[config.mk]
export PLATFORM = sky130hd
export DESIGN_NAME = ipap_controller
export DESIGN_NICKNAME = d
export VERILOG_FILES = /design/src/hdl/ipap_pkg.sv /design/src/hdl/ipap_controller.sv
export SDC_FILE = /design/constraint.sdc
export NUM_CORES = 1
export LEC_CHECK = 0
export BUFFER_PORTS_ARGS = -buffer_cell sky130_fd_sc_hd__clkbuf_2
export CAP_MARGIN = 20
export CORE_MARGIN = 5
export CORE_UTILIZATION = 29
export CTS_CLUSTER_SIZE = 28
export DETAILED_ROUTE_END_ITERATION = 8
export PLACE_DENSITY = 0.62
export SETUP_SLACK_MARGIN = 0.05
export SLEW_MARGIN = 40
export SYNTH_ARGS = -nofsm -noshare
export SYNTH_HDL_FRONTEND = slang
export SYNTH_SLANG_ARGS = --single-unit
[constraint.sdc]
create_clock -name clock -period 1.35 [get_ports clock]
set_input_delay 0.135 -clock clock [delete_from_list [all_inputs] [get_ports clock]]
set_output_delay 0.135 -clock clock [all_outputs]
set_load 0.02 [all_outputs]
[src/hdl/ipap_pkg.sv]
`timescale 1ns / 1ps
// Shared types and constants for the IPv4 address pool allocator.
// No dependencies; imported by the controller, the datapath and the top level.
package ipap_pkg;

   // Pool geometry
   localparam int POOL_DEPTH = 256;
   localparam int IDX_W      = $clog2(POOL_DEPTH);
   localparam int COUNT_W    = $clog2(POOL_DEPTH + 1);
   localparam int SUM_W      = COUNT_W + 1;
   localparam int ADDR_W     = 32;

   // Item kinds carried in the request tuser
   typedef enum logic [1:0] {
      MODE_LOAD    = 2'd0,
      MODE_ALLOC   = 2'd1,
      MODE_RELEASE = 2'd2,
      MODE_CLEAR   = 2'd3
   } mode_type;

   // Result status codes
   typedef enum logic [1:0] {
      STATUS_OK        = 2'd0,
      STATUS_EMPTY     = 2'd1,
      STATUS_NOT_ALLOC = 2'd2,
      STATUS_FULL      = 2'd3
   } status_type;

   // Controller states
   typedef enum logic [2:0] {
      ST_IDLE,
      ST_DISPATCH,
      ST_ALLOC_WR,
      ST_SCAN,
      ST_SHIFT,
      ST_FINISH
   } state_type;

   // Commands from controller to datapath
   typedef struct packed {
      logic       capture;        // latch the request beat
      logic       ring_load;      // write address at free tail, free count up
      logic       alloc_commit;   // move free head into allocated tail
      logic       scan_start;     // read allocated entry 0, index to 0
      logic       scan_step;      // advance scan index
      logic       shift_step;     // copy entry index+1 down to index
      logic       release_commit; // drop one allocated, push address on free head
      logic       clear;          // empty both lists
      logic       set_status;     // overwrite result status
      status_type status;
      logic       load_out;       // load the result register
   } ipap_cmd_type;

   // Status from datapath to controller
   typedef struct packed {
      mode_type mode;
      logic     full;        // free + allocated at capacity
      logic     free_empty;
      logic     alloc_empty;
      logic     match;       // allocated entry under scan equals request address
      logic     scan_last;   // entry under scan is the last allocated one
      logic     shift_last;  // this shift moves the last allocated entry
   } ipap_stat_type;

endpackage

[src/hdl/ipap_controller.sv]
`timescale 1ns / 1ps
// Controller state machine of the address pool: sequences each request beat.
// Depends on ipap_pkg.
module ipap_controller
   import ipap_pkg::*;
(
   input  logic          clock,
   input  logic          reset,
   input  logic          req_tvalid,
   output logic          req_tready,
   output logic          rsp_tvalid,
   input  logic          rsp_tready,
   input  ipap_stat_type stat,
   output ipap_cmd_type  cmd
);

   state_type state_ff, state_in;
   logic      rsp_tvalid_ff, rsp_tvalid_in;
   logic      slot_free;

   // result register can take a new beat
   assign slot_free = !rsp_tvalid_ff || rsp_tready;

   // next state
   always_comb begin
      state_in = state_ff;
      case (state_ff)
         ST_IDLE: begin
            if (req_tvalid) state_in = ST_DISPATCH;
         end
         ST_DISPATCH: begin
            if (stat.mode == MODE_ALLOC && !stat.free_empty) begin
               state_in = ST_ALLOC_WR;
            end else if (stat.mode == MODE_RELEASE && !stat.alloc_empty) begin
               state_in = ST_SCAN;
            end else begin
               state_in = ST_FINISH;
            end
         end
         ST_ALLOC_WR: state_in = ST_FINISH;
         ST_SCAN: begin
            if (stat.match && !stat.scan_last) begin
               state_in = ST_SHIFT;
            end else if (stat.match || stat.scan_last) begin
               state_in = ST_FINISH;
            end
         end
         ST_SHIFT: begin
            if (stat.shift_last) state_in = ST_FINISH;
         end
         ST_FINISH: begin
            if (slot_free) state_in = ST_IDLE;
         end
         default: state_in = ST_IDLE;
      endcase
   end

   // command outputs
   always_comb begin
      cmd        = '0;
      cmd.status = STATUS_OK;
      req_tready = 1'b0;
      case (state_ff)
         ST_IDLE: begin
            req_tready  = 1'b1;
            cmd.capture = req_tvalid;
         end
         ST_DISPATCH: begin
            case (stat.mode)
               MODE_LOAD: begin
                  if (stat.full) begin
                     cmd.set_status = 1'b1;
                     cmd.status     = STATUS_FULL;
                  end else begin
                     cmd.ring_load = 1'b1;
                  end
               end
               MODE_ALLOC: begin
                  if (stat.free_empty) begin
                     cmd.set_status = 1'b1;
                     cmd.status     = STATUS_EMPTY;
                  end
               end
               MODE_RELEASE: begin
                  cmd.set_status = 1'b1;
                  cmd.status     = STATUS_NOT_ALLOC;
                  cmd.scan_start = !stat.alloc_empty;
               end
               MODE_CLEAR: cmd.clear = 1'b1;
               default: cmd.clear = 1'b1;
            endcase
         end
         ST_ALLOC_WR: cmd.alloc_commit = 1'b1;
         ST_SCAN: begin
            if (stat.match) begin
               cmd.set_status     = 1'b1;
               cmd.status         = STATUS_OK;
               cmd.release_commit = stat.scan_last;
            end else begin
               cmd.scan_step = !stat.scan_last;
            end
         end
         ST_SHIFT: begin
            cmd.shift_step     = 1'b1;
            cmd.release_commit = stat.shift_last;
         end
         ST_FINISH: cmd.load_out = slot_free;
         default: ;
      endcase
   end

   // result valid flag
   assign rsp_tvalid_in = cmd.load_out || (rsp_tvalid_ff && !rsp_tready);

   always_ff @(posedge clock) begin
      if (reset) begin
         state_ff      <= ST_IDLE;
         rsp_tvalid_ff <= 1'b0;
      end else begin
         state_ff      <= state_in;
         rsp_tvalid_ff <= rsp_tvalid_in;
      end
   end

   assign rsp_tvalid = rsp_tvalid_ff;

   // an accepted beat always goes to dispatch next
   a_accept_dispatch: assert property (@(posedge clock) disable iff (reset)
      (req_tvalid && req_tready) |=> state_ff == ST_DISPATCH)
      else $error("accepted beat not dispatched");

   // a result is loaded only into a free or draining result register
   a_no_overwrite: assert property (@(posedge clock) disable iff (reset)
      cmd.load_out |-> (!rsp_tvalid_ff || rsp_tready))
      else $error("result register overwritten");

endmodule

==> results <==
- Summed over all layers, the routed wires come to 1490 um.
- Detailed placement ended at an HPWL of 1030 um.
- The number of nets in the synthesized netlist is 67.
- The sequential element share of the synthesized area is 18.1%.
- Yosys printed 0 warnings.
- The min-delay analysis places its worst path in the category input port to flip-flop.
- The library cell contributing the largest single delay on the critical path is sky130_fd_sc_hd__or3_4.
- STA classifies the critical path endpoint as a primary output.
- The number of clock buffers added by TritonCTS is 3.
- The count of distinct cell types in the synthesized netlist is 32.
- The post-route netlist has 63.3% of its cells at a drive strength greater than 1.
- The initial cell density of the core is 30.1%.
- The synthesized design devotes to its leading area cell type 18.1% of total area.
- The checks that failed: setup timing.
- The synthesized design spends more area on one cell type than any other, namely sky130_fd_sc_hd__dfxtp_1.
- The power per cell area is 792 nW/um2.
- The via count of the first global-routing pass is 546.
- The post-synthesis average cell area is 8.05 um2.
- Setup repair after global routing could not meet its margin everywhere.
- The final critical-path required period is 1560 ps.
- After synthesis, the share of flip-flops with an asynchronous set or reset is 0%.
- The initial antenna violation count is 0.
- The relative area change from synthesis to final layout is 74.0%.
- The critical-path maximum fanout is 4.
- The first global-routing pass estimated 2420 um of wire.
- The aggregate global-route resource usage is 12.9%.
- Data arrives at the worst endpoint at 1420 ps.
- The number of primary I/O pins is 26.
- At the pin with the least slew margin, the transition time is 256 ps.
- The run finished, with violations left.
- In this run, the number of DRC markers left after iteration 0 of detailed routing was 1.
- In this run the number of H-tree levels came out at 1.
- The first TritonRoute pass finished after 2 iterations.
- The total of endpoints with negative setup slack in the final report is 8.
- Using the TritonRoute via totals, the vias-per-cell ratio works out to 5.13.
- The total congestion overflow after global routing is 0.
- The post-detailed-route count of antenna-violating nets is 0.
- The prevailing post-synth register cell is sky130_fd_sc_hd__dfxtp_1.
- Traced cell by cell, the critical path runs through nand2b_4, or3_4, nor3b_4, clkbuf_8.
- The mapped netlist covers 443 um2.
- Of the available clock period, the critical path in the final layout requires 115%.
- The final critical-path setup slack is -207 ps.
- The floorplan has 14 rows.
- The nature of the critical path startpoint is a flip-flop.
- The floorplan die height is 49.1 um.
- The port buffer count is 25.
- The clock root buffer is sky130_fd_sc_hd__clkbuf_4.
- The maximum number of pins on one net before global-route repair is 8.
- In the final routed layout, each cell accounts on average for 14.0 um.
- The area of the die is 2410 um2.
- The worst relative slew slack is 82.4%.
- Across the VDD grid, the largest voltage drop is 614 uV.
- The count of final max-slew check failures was 0.
- The utilization after layout is 52.4%.
- Counting both buffers and inverters, the worst setup path holds a total of 1.
- The critical path required time is 1220 ps.
- The horizontal die dimension is 49.1 um.
- Clock tree synthesis found a total of 4 sinks.
- After clock tree synthesis, the clock-pin slew on the worst setup and hold paths is 40 ps.
- The leakage dissipation is 0.349 nW.
- TritonCTS built the clock tree.
- The kind of cell with the highest combined delay along the critical path is simple AND/OR/NAND/NOR gates.
- In the layout the commonest cells are sky130_fd_sc_hd__clkbuf_2 (15), sky130_fd_sc_hd__buf_4 (15), sky130_fd_sc_hd__clkbuf_4 (5), sky130_fd_sc_hd__nor2_1 (4).
- The repair_antennas step left the layout with diodes totalling 0.
- The maximum clock skew at final layout is 0.872 ps.
- The number of cells produced by synthesis is 55.
- The type of the worst setup path is flip-flop to primary output.
- Counting buffers and inverters, the worst setup path is 4 cells deep.
- In the routed design, unresolved DRC markers number 0.
- The maximum frequency from static timing analysis is 642 MHz.
- The worst hold path passes through 2 cells.
- The congestion estimate from routability-driven global placement came to 0.729.
- The worst reg2reg path depth is 3.
- Across the run, the number of max-cap violations was 0.
- For this run, the slowest stage of the critical path takes 370 ps.
- The number of flops mapped to enable cells by yosys is 0.
- Sorting the synthesized cells by area gives the leading types as sky130_fd_sc_hd__dfxtp_1 (18%), sky130_fd_sc_hd__buf_6 (5.1%), sky130_fd_sc_hd__o211ai_1 (5.1%).
- The final setup TNS is -1040 ps.
- The number of nets in the final layout is 104.
- The core region is 1470 um2.
- The total via count after detailed routing is 544.
- The flip-flop and latch count after synthesis is 4.
- The clock reaches the later pin of the worst-skew pair after 240 ps.
- The largest buffer count on any clock path is 2.
- The final-report hold violation count is 0.
## registers in the layout, indices dropped and copies added (netlist names)
| name | flops |
|---|---|
| rsp_tvalid | 1 |
| state_ff | 3 |
## worst reg2reg max path, stage by stage (launching register included)
cell	delay [ps]
sky130_fd_sc_hd__dfxtp_2	380
sky130_fd_sc_hd__or3b_2	500
sky130_fd_sc_hd__buf_4	160
sky130_fd_sc_hd__a211oi_2	150
## logic make-up after synthesis
group | share of synthesized area (%)
muxes | 2.26
AOI/OAI and AO/OA | 24.6
buffers and inverters | 10.2
and+or+nand+nor | 44.9
DFF | 18.1
## Yosys cell counts (2+ instances only)
cell and number:
sky130_fd_sc_hd__a211oi_1 2, sky130_fd_sc_hd__a21o_1 2, sky130_fd_sc_hd__a21oi_1 2, sky130_fd_sc_hd__and2_1 2
sky130_fd_sc_hd__buf_2 3, sky130_fd_sc_hd__buf_6 2, sky130_fd_sc_hd__dfxtp_1 4, sky130_fd_sc_hd__inv_1 2
sky130_fd_sc_hd__nand2_1 2, sky130_fd_sc_hd__nand2b_1 2, sky130_fd_sc_hd__nor2_1 5, sky130_fd_sc_hd__nor3_1 3
sky130_fd_sc_hd__nor3b_1 2, sky130_fd_sc_hd__o211ai_1 3, sky130_fd_sc_hd__or3b_1 2
## metrics by stage
step	hold slack [ps]	setup slack (ps)	instance area (um2)	total power, W	cells
final	96.6	-207	771	0.000611	106
after global routing	103	-263	771	0.000656	106
after CTS	99.4	-217	762	0.000603	107
after detailed placement	359	11.2	654	0.000405	102
after global placement	360	18.4	654	0.000403	102
after floorplan	204	-91.7	470	0.000315	55
## routing by layer
metal,share of wire (%),track usage (%),vias to the layer above
met3,10,8.26,2
met5,0,0,-
li1,-,-,274
met4,0.34,1.35,0
met2,49,20.8,23
met1,40,14.6,245
## worst paths after layout
kind / from / end / slack (ps)
hold / removal: reset / state_ff[1] / 100
setup reg to reg: state_ff[1] / state_ff[1] / 90
setup / recovery: state_ff[2] / cmd[8] / -210
hold reg to reg: rsp_tvalid / rsp_tvalid / 520
## layout make-up
type	count	area (um2)
flip-flops and latches	4	86.3
clock buffers	3	22.5
repair buffers	37	267
multi-input cells	44	368
inverters	2	7.51
well taps	16	20.0
fillers	143	701
## where the power goes
group / internal (W) / switching (W) / total [W]
Sequential: 0.000132 / 0.0000144 / 0.000146
Combinational: 0.000148 / 0.000154 / 0.000302
Clock: 0.000100 / 0.0000618 / 0.000162
## what timing repair did
action | in CTS | in global routing
hold buffers | 0 | 0
pin swaps | 3 | 3
endpoints found under the setup margin | 15 | 14
resized for setup | 21 | 8
setup buffers | 2 | 0
Power figures use the tool's default switching activity.
